--- config.mk ---
export PLATFORM = sky130hd
export DESIGN_NAME = cartridge_bank_mapper_irq
export DESIGN_NICKNAME = d
export VERILOG_FILES = /design/src/cbm_pkg.sv /design/src/cartridge_bank_mapper_irq.sv /design/src/cbm_core.sv
export VERILOG_INCLUDE_DIRS = /design/src /design/src/src
export SDC_FILE = /design/constraint.sdc
export NUM_CORES = 1
export LEC_CHECK = 0
export BUFFER_PORTS_ARGS = -buffer_cell sky130_fd_sc_hd__buf_2
export CORE_MARGIN = 1
export CORE_UTILIZATION = 25
export DETAILED_ROUTE_END_ITERATION = 10
export PLACE_DENSITY = 0.5
export SETUP_SLACK_MARGIN = 0.05
export SYNTH_ARGS = -nofsm -noshare
export SYNTH_HDL_FRONTEND = slang
export SYNTH_SLANG_ARGS = --single-unit
--- constraint.sdc ---
create_clock -name aclk -period 4.75 [get_ports aclk]
set_input_delay 0.95 -clock aclk [delete_from_list [all_inputs] [get_ports aclk]]
set_output_delay 0.95 -clock aclk [all_outputs]
set_load 0.03 [all_outputs]
--- src/cartridge_bank_mapper_irq_macros.svh ---
// ---------------------------------------------------------------------------
// cartridge bank mapper assertion macros
// shared concurrent assertion forms used by the mapper rtl
// ---------------------------------------------------------------------------
`ifndef CARTRIDGE_BANK_MAPPER_IRQ_MACROS_SVH
`define CARTRIDGE_BANK_MAPPER_IRQ_MACROS_SVH

// same-cycle implication, disabled while reset is asserted
`define CBM_ASSERT_IMPLIES(name, clk, rstn, ante, cons) \
    name: assert property (@(posedge clk) disable iff (!(rstn)) (ante) |-> (cons)) \
        else $error("cbm assertion failed");

// next-cycle implication, disabled while reset is asserted
`define CBM_ASSERT_NEXT(name, clk, rstn, ante, cons) \
    name: assert property (@(posedge clk) disable iff (!(rstn)) (ante) |=> (cons)) \
        else $error("cbm assertion failed");

`endif

--- src/cbm_pkg.sv ---
// ---------------------------------------------------------------------------
// cbm_pkg
// types, codes and helpers shared by the cartridge bank mapper
// ---------------------------------------------------------------------------
package cbm_pkg;

    // item operation codes
    typedef enum logic [2:0] {
        OP_WRITE     = 3'd0,
        OP_READ      = 3'd1,
        OP_TICK      = 3'd2,
        OP_PRG_XLATE = 3'd3,
        OP_CHR_XLATE = 3'd4
    } op_t;

    // configuration register indexes
    localparam int CFG_IDX_W = 8;
    localparam logic [CFG_IDX_W-1:0] CFG_DIP_VALUE     = 8'd0;
    localparam logic [CFG_IDX_W-1:0] CFG_PRG_RAM       = 8'd1;
    localparam logic [CFG_IDX_W-1:0] CFG_PRG_LAST_BANK = 8'd2;
    localparam logic [CFG_IDX_W-1:0] CFG_CHR_LAST_BANK = 8'd3;
    localparam int CFG_DATA_W = 10;

    // configuration reset values
    localparam logic [7:0] DIP_RESET      = 8'hFF;
    localparam logic [9:0] PRG_LAST_RESET = 10'd31;
    localparam logic [9:0] CHR_LAST_RESET = 10'd255;

    // cpu address map
    localparam logic [15:0] ADDR_DIP          = 16'h5000;
    localparam logic [15:0] ADDR_SCRATCH_LO   = 16'h5100;
    localparam logic [15:0] ADDR_SCRATCH_HI   = 16'h5103;
    localparam logic [15:0] ADDR_LOW_AREA_END = 16'h5FFF;
    localparam logic [15:0] ADDR_WRAM_END     = 16'h7FFF;
    localparam logic [15:0] ADDR_OUTER_2K     = 16'h8000;
    localparam logic [15:0] ADDR_OUTER_A      = 16'hB000;
    localparam logic [15:0] ADDR_OUTER_B      = 16'hB0FF;
    localparam logic [15:0] ADDR_OUTER_C      = 16'hB1FF;
    localparam logic [15:0] ADDR_MODE         = 16'h8100;
    localparam logic [15:0] ADDR_IRQ_LO       = 16'h8200;
    localparam logic [15:0] ADDR_IRQ_HI       = 16'h8201;
    localparam logic [15:0] ADDR_PRG_LO       = 16'h8300;
    localparam logic [15:0] ADDR_PRG_HI       = 16'h8302;
    localparam logic [15:0] ADDR_CHR_LO       = 16'h8310;
    localparam logic [15:0] ADDR_CHR_HI       = 16'h8317;
    localparam logic [15:0] ADDR_VETO_LO      = 16'h8312;
    localparam logic [15:0] ADDR_VETO_HI      = 16'h8315;

    // mode register bits and counter reload
    localparam int MODE_PRG16_BIT  = 6;
    localparam int MODE_OPENBUS_BIT = 5;
    localparam int MODE_IRQ_EN_BIT = 7;
    localparam logic [15:0] IRQ_RELOAD = 16'hFFFF;
    localparam logic [7:0]  OUTER_HI_MASK = 8'h30;
    localparam logic [7:0]  OUTER_LO_FILL = 8'h0F;

    // configuration seen by the datapath
    typedef struct packed {
        logic [7:0] dip_value;
        logic       prg_ram_present;
        logic [9:0] prg_last_bank_8k;
        logic [9:0] chr_last_bank_1k;
    } cfg_t;

    // one input item
    typedef struct packed {
        logic [2:0]  operation;
        logic [15:0] address;
        logic [7:0]  write_data;
        logic [7:0]  open_bus_value;
        logic [7:0]  other_read_value;
    } item_t;

    // one result item
    typedef struct packed {
        logic [1:0]  mirroring;
        logic        irq_line;
        logic [22:0] rom_address;
        logic [7:0]  read_data;
    } result_t;

    // bank number above the last bank is masked by it
    function automatic logic [9:0] limit_bank(input logic [9:0] v, input logic [9:0] maxv);
        return (v > maxv) ? (v & maxv) : v;
    endfunction

endpackage

--- src/cartridge_bank_mapper_irq.sv ---
// ---------------------------------------------------------------------------
// cartridge_bank_mapper_irq
// Cartridge bank mapper with a cpu cycle irq counter.
//
// The s_ channel carries one item per handshake: a cpu write, cpu read,
// cycle tick, prg translate or chr translate, selected by s_tuser. Every
// item yields exactly one result item on the m_ channel: read byte,
// translated rom address, irq level and mirroring mode.
// Items are registered on entry, decoded and applied to the mapper state as
// they move on, and the result is registered: each item passes the input
// register and then the output register before m_tvalid offers its result.
// One item per clock is sustained while m_tready stays high; the rate is
// set by the single pass through the decode and translate logic in cbm_core.
// When m_tready is low the finished result is held, one more item is taken
// into the input register, and then s_tready drops until the result leaves.
// The cfg channel is always ready; registers 0..3 are dip value, work ram
// present, last 8 KB prg bank and last 1 KB chr bank; other indexes are
// ignored. Write it only while the block is idle.
// Synchronous active-low reset clears all mapper state and restores the
// configuration defaults; no item is lost or invented across a stall.
// ---------------------------------------------------------------------------
`include "cartridge_bank_mapper_irq_macros.svh"

module cartridge_bank_mapper_irq
    import cbm_pkg::*;
(
    input  logic                  aclk,
    input  logic                  aresetn,
    // item input
    input  logic                  s_tvalid,
    output logic                  s_tready,
    input  logic [39:0]           s_tdata,   // address[15:0], write_data[23:16],
                                             // open_bus_value[31:24], other_read_value[39:32]
    input  logic [2:0]            s_tuser,   // operation[2:0]
    // result output
    output logic                  m_tvalid,
    input  logic                  m_tready,
    output logic [39:0]           m_tdata,   // read_data[7:0], rom_address[30:8],
                                             // irq_line[31], mirroring[33:32], zero[39:34]
    // configuration writes
    input  logic                  cfg_valid,
    output logic                  cfg_ready,
    input  logic [CFG_IDX_W-1:0]  cfg_index,
    input  logic [CFG_DATA_W-1:0] cfg_data
);

    cfg_t    cfg_reg;
    item_t   item_reg;
    logic    in_valid_reg;
    result_t result;
    result_t out_reg;
    logic    out_valid_reg;
    logic    advance;
    logic    stall_full;

    // item moves from input register to output register
    assign advance   = in_valid_reg && (!out_valid_reg || m_tready);
    assign s_tready  = !in_valid_reg || advance;
    assign cfg_ready = 1'b1;

    // configuration registers
    always_ff @(posedge aclk) begin
        if (!aresetn) begin
            cfg_reg.dip_value        <= DIP_RESET;
            cfg_reg.prg_ram_present  <= 1'b0;
            cfg_reg.prg_last_bank_8k <= PRG_LAST_RESET;
            cfg_reg.chr_last_bank_1k <= CHR_LAST_RESET;
        end else if (cfg_valid) begin
            case (cfg_index)
                CFG_DIP_VALUE:     cfg_reg.dip_value        <= cfg_data[7:0];
                CFG_PRG_RAM:       cfg_reg.prg_ram_present  <= cfg_data[0];
                CFG_PRG_LAST_BANK: cfg_reg.prg_last_bank_8k <= cfg_data;
                CFG_CHR_LAST_BANK: cfg_reg.chr_last_bank_1k <= cfg_data;
                default: begin
                end
            endcase
        end
    end

    // input register
    always_ff @(posedge aclk) begin
        if (!aresetn) begin
            in_valid_reg <= 1'b0;
        end else if (s_tready) begin
            in_valid_reg <= s_tvalid;
        end
    end

    always_ff @(posedge aclk) begin
        if (s_tvalid && s_tready) begin
            item_reg.operation        <= s_tuser;
            item_reg.address          <= s_tdata[15:0];
            item_reg.write_data       <= s_tdata[23:16];
            item_reg.open_bus_value   <= s_tdata[31:24];
            item_reg.other_read_value <= s_tdata[39:32];
        end
    end

    // mapper datapath
    cbm_core u_core (
        .aclk    (aclk),
        .aresetn (aresetn),
        .en      (advance),
        .item    (item_reg),
        .cfg     (cfg_reg),
        .result  (result)
    );

    // output register
    always_ff @(posedge aclk) begin
        if (!aresetn) begin
            out_valid_reg <= 1'b0;
        end else if (advance) begin
            out_valid_reg <= 1'b1;
        end else if (m_tready) begin
            out_valid_reg <= 1'b0;
        end
    end

    always_ff @(posedge aclk) begin
        if (advance) begin
            out_reg <= result;
        end
    end

    assign m_tvalid = out_valid_reg;
    assign m_tdata  = {6'd0, out_reg.mirroring, out_reg.irq_line,
                       out_reg.rom_address, out_reg.read_data};

    // both registers hold items and the receiver is stalled
    assign stall_full = in_valid_reg && out_valid_reg && !m_tready;

    // checks on the pipeline control
    `CBM_ASSERT_IMPLIES(a_full_stall_blocks_input, aclk, aresetn, stall_full, !s_tready)
    `CBM_ASSERT_IMPLIES(a_empty_input_ready, aclk, aresetn, !in_valid_reg, s_tready)
    `CBM_ASSERT_NEXT(a_advance_fills_output, aclk, aresetn, advance, out_valid_reg)

endmodule

--- src/cbm_core.sv ---
// ---------------------------------------------------------------------------
// cbm_core
// mapper state, register write decode, read decode, irq counter and
// prg/chr address translation for one item per enabled cycle
// ---------------------------------------------------------------------------
module cbm_core
    import cbm_pkg::*;
(
    input  logic    aclk,
    input  logic    aresetn,
    input  logic    en,
    input  item_t   item,
    input  cfg_t    cfg,
    output result_t result
);

    logic [7:0]  prg_bank_reg [3];
    logic [7:0]  prg_bank_next [3];
    logic [7:0]  chr_bank_reg [8];
    logic [7:0]  chr_bank_next [8];
    logic [7:0]  scratch_reg [4];
    logic [7:0]  scratch_next [4];
    logic [7:0]  mode_reg, mode_next;
    logic [7:0]  outer_reg, outer_next;
    logic        two_k_seen_reg, two_k_seen_next;
    logic        two_k_veto_reg, two_k_veto_next;
    logic        irq_en_reg, irq_en_next;
    logic [15:0] irq_cnt_reg, irq_cnt_next;
    logic        irq_pend_reg, irq_pend_next;

    logic [15:0] a;
    logic [7:0]  d;
    logic [15:0] cnt_dec;
    logic [7:0]  rd;
    logic [22:0] rom;
    logic [1:0]  prg_slot;
    logic [2:0]  chr_slot;
    logic [2:0]  chr_idx;
    logic [7:0]  chr_bank_sel;
    logic [9:0]  bank_v;
    logic        two_k_mode;

    assign a       = item.address;
    assign d       = item.write_data;
    assign cnt_dec = irq_cnt_reg - 16'd1;

    // state update: register writes and counter tick
    always_comb begin
        prg_bank_next   = prg_bank_reg;
        chr_bank_next   = chr_bank_reg;
        scratch_next    = scratch_reg;
        mode_next       = mode_reg;
        outer_next      = outer_reg;
        two_k_seen_next = two_k_seen_reg;
        two_k_veto_next = two_k_veto_reg;
        irq_en_next     = irq_en_reg;
        irq_cnt_next    = irq_cnt_reg;
        irq_pend_next   = irq_pend_reg;
        case (item.operation)
            OP_WRITE: begin
                if (a >= ADDR_SCRATCH_LO && a <= ADDR_SCRATCH_HI) begin
                    scratch_next[a[1:0]] = d;
                end else if (a == ADDR_OUTER_2K) begin
                    two_k_seen_next           = 1'b1;
                    outer_next                = d;
                    mode_next[MODE_PRG16_BIT] = 1'b1;
                end else if (a == ADDR_OUTER_A || a == ADDR_OUTER_B || a == ADDR_OUTER_C) begin
                    outer_next                = d;
                    mode_next[MODE_PRG16_BIT] = 1'b1;
                end else if (a == ADDR_MODE) begin
                    mode_next                 = d;
                    mode_next[MODE_PRG16_BIT] = d[MODE_PRG16_BIT] | mode_reg[MODE_PRG16_BIT];
                end else if (a == ADDR_IRQ_LO) begin
                    irq_cnt_next[7:0] = d;
                    irq_pend_next     = 1'b0;
                end else if (a == ADDR_IRQ_HI) begin
                    irq_en_next        = mode_reg[MODE_IRQ_EN_BIT];
                    irq_cnt_next[15:8] = d;
                end else if (a >= ADDR_PRG_LO && a <= ADDR_PRG_HI) begin
                    prg_bank_next[a[1:0]]     = d;
                    mode_next[MODE_PRG16_BIT] = 1'b0;
                end else if (a >= ADDR_CHR_LO && a <= ADDR_CHR_HI) begin
                    chr_bank_next[a[2:0]] = d;
                    if (a >= ADDR_VETO_LO && a <= ADDR_VETO_HI) begin
                        two_k_veto_next = 1'b1;
                    end
                end
            end
            OP_TICK: begin
                if (irq_en_reg) begin
                    if (cnt_dec == 16'd0) begin
                        irq_pend_next = 1'b1;
                        irq_en_next   = 1'b0;
                        irq_cnt_next  = IRQ_RELOAD;
                    end else begin
                        irq_cnt_next = cnt_dec;
                    end
                end
            end
            default: begin
            end
        endcase
    end

    // cpu read decode
    always_comb begin
        if (a == ADDR_DIP) begin
            rd = cfg.dip_value;
        end else if (a >= ADDR_SCRATCH_LO && a <= ADDR_SCRATCH_HI) begin
            rd = scratch_reg[a[1:0]];
        end else if (a <= ADDR_LOW_AREA_END) begin
            rd = item.other_read_value;
        end else if (a <= ADDR_WRAM_END && !cfg.prg_ram_present) begin
            rd = mode_reg[MODE_OPENBUS_BIT] ? item.open_bus_value : a[15:8];
        end else begin
            rd = item.open_bus_value;
        end
    end

    // chr bank select: 2 KB mode picks banks 0, 1, 6, 7
    assign two_k_mode = two_k_seen_reg && !two_k_veto_reg;
    assign prg_slot   = a[14:13];
    assign chr_slot   = a[12:10];
    always_comb begin
        case (chr_slot[2:1])
            2'd0:    chr_idx = 3'd0;
            2'd1:    chr_idx = 3'd1;
            2'd2:    chr_idx = 3'd6;
            default: chr_idx = 3'd7;
        endcase
        if (!two_k_mode) begin
            chr_idx = chr_slot;
        end
    end
    assign chr_bank_sel = chr_bank_reg[chr_idx];

    // prg and chr translation
    always_comb begin
        bank_v = 10'd0;
        rom    = 23'd0;
        case (item.operation)
            OP_PRG_XLATE: begin
                if (mode_reg[MODE_PRG16_BIT]) begin
                    if (!prg_slot[1]) begin
                        bank_v = limit_bank({4'd0, outer_reg[5:0]},
                                            {1'b0, cfg.prg_last_bank_8k[9:1]});
                    end else begin
                        bank_v = limit_bank({2'd0, (outer_reg & OUTER_HI_MASK) | OUTER_LO_FILL},
                                            {1'b0, cfg.prg_last_bank_8k[9:1]});
                    end
                    rom = {bank_v[8:0], a[13:0]};
                end else begin
                    if (prg_slot == 2'd3) begin
                        bank_v = cfg.prg_last_bank_8k;
                    end else begin
                        bank_v = limit_bank({2'd0, prg_bank_reg[prg_slot]},
                                            cfg.prg_last_bank_8k);
                    end
                    rom = {bank_v, a[12:0]};
                end
            end
            OP_CHR_XLATE: begin
                if (two_k_mode) begin
                    bank_v = limit_bank({2'd0, chr_bank_sel},
                                        {1'b0, cfg.chr_last_bank_1k[9:1]});
                    rom = {2'd0, bank_v, chr_slot[0], a[9:0]};
                end else begin
                    bank_v = limit_bank({outer_reg[5:4], chr_bank_sel}, cfg.chr_last_bank_1k);
                    rom = {3'd0, bank_v, a[9:0]};
                end
            end
            default: begin
            end
        endcase
    end

    // result uses the state after this item
    always_comb begin
        result.read_data   = (item.operation == OP_READ) ? rd : 8'd0;
        result.rom_address = rom;
        result.irq_line    = irq_pend_next;
        result.mirroring   = mode_next[1:0];
    end

    // state registers
    always_ff @(posedge aclk) begin
        if (!aresetn) begin
            for (int i = 0; i < 3; i++) prg_bank_reg[i] <= 8'd0;
            for (int i = 0; i < 8; i++) chr_bank_reg[i] <= 8'd0;
            for (int i = 0; i < 4; i++) scratch_reg[i] <= 8'd0;
            mode_reg       <= 8'd0;
            outer_reg      <= 8'd0;
            two_k_seen_reg <= 1'b0;
            two_k_veto_reg <= 1'b0;
            irq_en_reg     <= 1'b0;
            irq_cnt_reg    <= 16'd0;
            irq_pend_reg   <= 1'b0;
        end else if (en) begin
            prg_bank_reg   <= prg_bank_next;
            chr_bank_reg   <= chr_bank_next;
            scratch_reg    <= scratch_next;
            mode_reg       <= mode_next;
            outer_reg      <= outer_next;
            two_k_seen_reg <= two_k_seen_next;
            two_k_veto_reg <= two_k_veto_next;
            irq_en_reg     <= irq_en_next;
            irq_cnt_reg    <= irq_cnt_next;
            irq_pend_reg   <= irq_pend_next;
        end
    end

endmodule

==> results.json, run 1 <==
{
  "outcome": "complete, no violations",
  "power_density_nw_per_um2": 338,
  "root_buffer": "clkbuf_16",
  "clkSinkCount": 259,
  "setup_viol": 0,
  "netSwitchingFraction_pct": 24.3,
  "power.total_mw": 5.32,
  "drv_cap": 0,
  "fmax_mhz": 227,
  "drt-initial-drc-count": 914,
  "ys_warn_count": 0,
  "finalWirelength_um": 41400,
  "grt_max_degree": 100,
  "finalClockSkew_ps": 15.4,
  "syn_area_um2": 13500,
  "setup.worst_path.class": "flip-flop to flip-flop",
  "design_area_um2": 15800,
  "clk_path_buf_depth": 3,
  "insertion_delay_ps": 530,
  "crit_slowest_cell": "mux2i_4",
  "regArea_um2": 5960,
  "fin_tns_setup_ps": 0,
  "initial_core_util_pct": 25.5,
  "wl_per_cell_um": 18.9,
  "drt_pass1_iterations": 5,
  "critPathBufInv": 1,
  "cts_hold_buf": 0,
  "grt_pass1_vias": 10433,
  "die_area_um2": 55000,
  "cts_tree": "done",
  "final_common_cell": "dfxtp_1",
  "mostFrequentLayoutCells": "dfxtp_1, nand2_1, mux2i_1",
  "finalNonFillerCells": 2191,
  "end_kind": "flip-flop",
  "whs_ps": 458,
  "rsz0062_at_grt": "false",
  "grt_overflow": 0,
  "ys.flop_type": "dfxtp_1",
  "p_sw_mw": 1.30,
  "slowest_delay_ps": 710,
  "rows": 84,
  "worst_setup_path_start_kind": "flip-flop",
  "synth-edff-count": 77,
  "largest_reg_flops": 64,
  "track_usage_pct": 15.2,
  "cts_resized": 0,
  "multi_input_area_um2": 6970,
  "ir_drop_mv": 0.222,
  "synth.avg_cell_area_um2": 9.58,
  "intPower_mw": 4.03,
  "globalplace.congestion": 0.844,
  "antenna_found_initial": 1,
  "min_period_ps": 4410,
  "seqPwrFrac_pct": 44.4,
  "path_clk_slew_ps": 50,
  "setup_ws_ps": 339,
  "drive_gt1_share_pct": 16.7,
  "ys_async_sr_fraction_pct": 0,
  "die_height_um": 234,
  "period_share_pct": 92.9,
  "p_leak_nw": 6.03,
  "area.growth.synth_to_final_pct": 16.8,
  "fillCellCount": 5533,
  "tightest_slew_ps": 1250,
  "crit_family": "multiplexers",
  "io_buffers": 101,
  "viasPerCell": 4.86,
  "grt_pass1_wl_um": 63100,
  "cp.arrival_ps": 4670,
  "clock_power_share_pct": 49.7,
  "synth_cell_type_count": 83,
  "combPwrFrac_pct": 5.9,
  "vias": 10656,
  "drc": 0,
  "cts_buffers": 34,
  "coreArea_um2": 53000,
  "dp.cells": 2128,
  "fp.dieW_um": 234,
  "cts_setup_buffers": 0,
  "post-place-ws_ps": 369,
  "crit_path_max_fanout": 16,
  "required_ps": 5010,
  "dp.final_hpwl_um": 29900,
  "drv_slew": 0,
  "synthCells": 1409,
  "cp_cell_sequence": "nor2b_1 -> mux2i_4 -> mux2i_1 -> mux4_2 -> inv_1 -> ha_1 -> a211oi_1 -> o221ai_1 -> o211ai_1 -> mux2_2 -> a22oi_1 -> nand3_1",
  "r2r_slack_ps": 340,
  "synth_seq_cells": 259,
  "max_slew_margin_pct": 17.0,
  "seq_area_frac_synth_pct": 44.1,
  "hold_viol": 0,
  "hold_path_class": "flip-flop to flip-flop",
  "fin_nets": 1609,
  "placed_area_um2": 14600,
  "htree_levels": 2,
  "detail-route-antenna-nets": 0,
  "io_pins": 109,
  "post-route-util_pct": 29.8
}
-- power by group through the flow --
| stage | clock network, mW | registers [mW] | logic [mW] |
|---|---|---|---|
| global placement | 0 | 2.41 | 0.316 |
| finish | 2.65 | 2.36 | 0.314 |
| detailed placement | 0 | 2.41 | 0.317 |
| CTS | 2.72 | 2.37 | 0.318 |
| global route | 2.81 | 2.37 | 0.341 |
| floorplan | 0 | 2.41 | 0.184 |
-- worst reg2reg max path: stages (launching register included) --
cell	delay [ps]
dfxtp_1	340
nor2b_1	300
mux2i_4	710
mux2i_1	200
mux4_2	520
inv_1	160
ha_1	270
a211oi_1	260
o221ai_1	160
o211ai_1	550
mux2_2	410
a22oi_1	180
nand3_1	90
-- per-layer routing --
layer	GRT usage, %	vias up	share of wire (%)
met2	25.6	252	47
met1	20.1	5128	46
met3	2.39	50	4.5
li1	-	5224	-
met4	4.17	2	2.0
met5	0	-	0.031
-- layout make-up --
class,instances,area share [%]
multi-input combinational,1022,44.2
sequential,259,37.8
clock buffer,47,6.43
tap,688,5.46
timing repair buffer,126,4.41
clock inverter,15,0.936
inverter,33,0.786
antenna,1,0.0159
-- final timing paths --
kind	cells after the start	startpoint	end
worst min-delay path	2	u_core.prg_bank_reg[22]	u_core.prg_bank_reg[22]
worst max-delay path	12	u_core.two_k_seen_reg	m_tdata[23]
worst min register to register	2	u_core.prg_bank_reg[22]	u_core.prg_bank_reg[22]
worst max register to register	12	u_core.two_k_seen_reg	m_tdata[23]
-- cell usage after synthesis, drive strengths merged, types with 3 or more instances --
cell,number,area [um2]
a41oi,4,53.8
a22oi,5,37.5
a21oi,61,339
o31ai,3,22.5
mux2,11,124
nand3b,9,71.3
o21ai,133,696
a221oi,3,26.3
nor2,107,414
clkbuf,60,228
nand2b,12,75.1
a311oi,4,35.0
a31oi,15,109
nor4,11,120
o21a,4,37.5
mux2i,135,1380
nand2,173,652
edfxtp,77,2310
nor3b,5,37.5
or4,3,26.3
nand3,92,488
and3,5,31.3
nor3,19,133
mux4,13,293
nor2b,20,125
nor4b,4,35.0
buf,40,250
and2,8,50.1
nand4,13,81.3
a211oi,5,37.5
o211ai,23,173
a211o,4,35.0
a21o,5,37.5
ha,67,838
or3,4,25.0
dfxtp,182,3640
inv,32,120
o22ai,6,37.5
-- kinds of logic (layout without fill, tap and decap cells) --
kind of cell,after synthesis,after routing,synth area share (%)
simple gates,492,492,18.0
compound gates,294,294,13.7
flops,259,259,44.1
mux,159,159,13.3
buf+inv,133,221,4.46
fa+ha+maj,67,67,6.21
xor+xnor,3,3,0.195
other cells,2,8,0.0556
(Power assumes the default switching activity.)
==> run 2: changes to the inputs <==
--- a/config.mk
+++ b/config.mk
@@ -10,6 +10,7 @@
 export CORE_MARGIN = 1
 export CORE_UTILIZATION = 25
 export DETAILED_ROUTE_END_ITERATION = 10
+export GPL_TIMING_DRIVEN = 0
 export PLACE_DENSITY = 0.5
 export SETUP_SLACK_MARGIN = 0.05
 export SYNTH_ARGS = -nofsm -noshare
==> constraint.sdc (replaced) <==
create_clock -name aclk -period 4.75 [get_ports aclk]
set_input_delay 0 -clock aclk [delete_from_list [all_inputs] [get_ports aclk]]
set_output_delay 0 -clock aclk [all_outputs]
set_load 0.03 [all_outputs]
==> results.json, run 2 (synthesized netlist as in run 1, its figures left out) <==
{
  "outcome": "complete, no violations",
  "coreArea_um2": 53000,
  "drc": 0,
  "slowest_delay_ps": 570,
  "largest_reg_flops": 64,
  "cts_buffers": 29,
  "drt_pass1_iterations": 5,
  "r2r_slack_ps": 330,
  "cp_cell_sequence": "nor2b_1 -> buf_4 -> mux2i_4 -> buf_4 -> mux2i_1 -> mux4_2 -> inv_1 -> ha_1 -> o21ai_0 -> nor2_1 -> nor4_1 -> or3_1 -> buf_1 -> mux2_2 -> a221o_1",
  "crit_family": "multiplexers",
  "grt_max_degree": 32,
  "post-route-util_pct": 31.4,
  "final_common_cell": "dfxtp_1",
  "setup.worst_path.class": "flip-flop to flip-flop",
  "period_share_pct": 93.1,
  "drive_gt1_share_pct": 16.4,
  "r2r-start": "u_core.two_k_seen_reg",
  "io_buffers": 101,
  "grt_overflow": 0,
  "grt_pass1_wl_um": 68000,
  "min_from": "s_tuser[2]",
  "crit_slowest_cell": "mux4_2",
  "track_usage_pct": 16.1,
  "root_buffer": "clkbuf_16",
  "setup_viol": 0,
  "io_pins": 109,
  "clkSinkCount": 259,
  "hold_viol": 0,
  "min_period_ps": 4420,
  "drv_slew": 0,
  "finalWirelength_um": 44400,
  "diodes": 0,
  "htree_levels": 1,
  "area.growth.synth_to_final_pct": 23.2,
  "worstRegToRegCells": 15,
  "crit_path_max_fanout": 10,
  "wl_per_cell_um": 19.1,
  "insertion_delay_ps": 570,
  "viasPerCell": 4.96,
  "critPathBufInv": 4,
  "mostFrequentLayoutCells": "dfxtp_1, nand2_1, mux2i_1",
  "fmax_mhz": 226,
  "drv_cap": 0,
  "setup_ws_ps": 326,
  "drt-initial-drc-count": 834,
  "regArea_um2": 5960,
  "cp.arrival_ps": 4730,
  "cts_tree": "done",
  "crit_top_cell": "buf_4",
  "fp.dieW_um": 234,
  "rsz0062_at_grt": "false",
  "hold_path_class": "input port to flip-flop",
  "end_kind": "flip-flop",
  "finalNonFillerCells": 2327,
  "required_ps": 5060,
  "globalplace.congestion": 0.872,
  "die_area_um2": 55000,
  "rows": 84,
  "placed_area_um2": 14900,
  "fillCellCount": 5571,
  "crit_start": "u_core.two_k_seen_reg",
  "ir_drop_mv": 0.282,
  "worst_setup_path_start_kind": "flip-flop",
  "initial_core_util_pct": 25.5,
  "p_leak_nw": 6.41,
  "clk_path_buf_depth": 3,
  "power.total_mw": 5.17,
  "dp.cells": 2205,
  "worst-path-stages": 15,
  "tightest_slew_ps": 903,
  "holdPathStages": 2,
  "antenna_found_initial": 0,
  "dp.final_hpwl_um": 32400,
  "finalClockSkew_ps": 11.1,
  "design_area_um2": 16600,
  "grt_pass1_vias": 11643,
  "max_slew_margin_pct": 39.6,
  "vias": 11543,
  "path_clk_slew_ps": 60,
  "die_height_um": 234,
  "multi_input_area_um2": 6970,
  "power_density_nw_per_um2": 311,
  "post-place-ws_ps": -88.2,
  "detail-route-antenna-nets": 0,
  "fin_nets": 1750
}
==> run 2: final timing paths <==
kind / to
hold / removal: item_reg[42]
setup reg to reg: m_tdata[26]
setup / recovery: m_tdata[26]
hold reg to reg: u_core.prg_bank_reg[11]
==> run 2: power by group <==
part | internal (mW) | switching (mW) | leakage [nW]
logic | 0.138 | 0.266 | 3.71
clock network | 1.47 | 0.953 | 0.501
registers | 2.32 | 0.0254 | 2.20
total | 3.93 | 1.24 | 6.41
==> run 2: what timing repair did <==
action                                  4_1_cts  5_1_grt
hold buffers                                 61        0
setup buffers                                 2        6
endpoints found under the setup margin        6        7
pin swaps                                     1        1
endpoints found under the hold margin        75        0
resized for setup                             1        6
==> run 2: layout make-up <==
cell class,count,area share [%]
multi-input cells,1022,41.9
flip-flops and latches,259,35.8
repair buffers,172,7.31
well taps,688,5.17
clock buffers,39,5.14
plain buffers,100,2.91
clock inverters,14,1.05
inverters,33,0.744
==> run 2: per-stage QoR <==
stage / hold slack, ps / setup TNS [ps]
global route: 133 / 0
finish: 132 / 0
CTS: 113 / 0
detailed placement: 179 / -166
floorplan: 98.9 / 0
global placement: 180 / -119
==> run 2: routing by layer <==
layer,vias to the layer above,GRT usage [%],part of all wire [%]
met5,-,0,0
met2,318,27.1,47
met1,5658,21.1,45
met4,0,4.78,2.7
met3,75,2.74,5.4
li1,5492,-,-
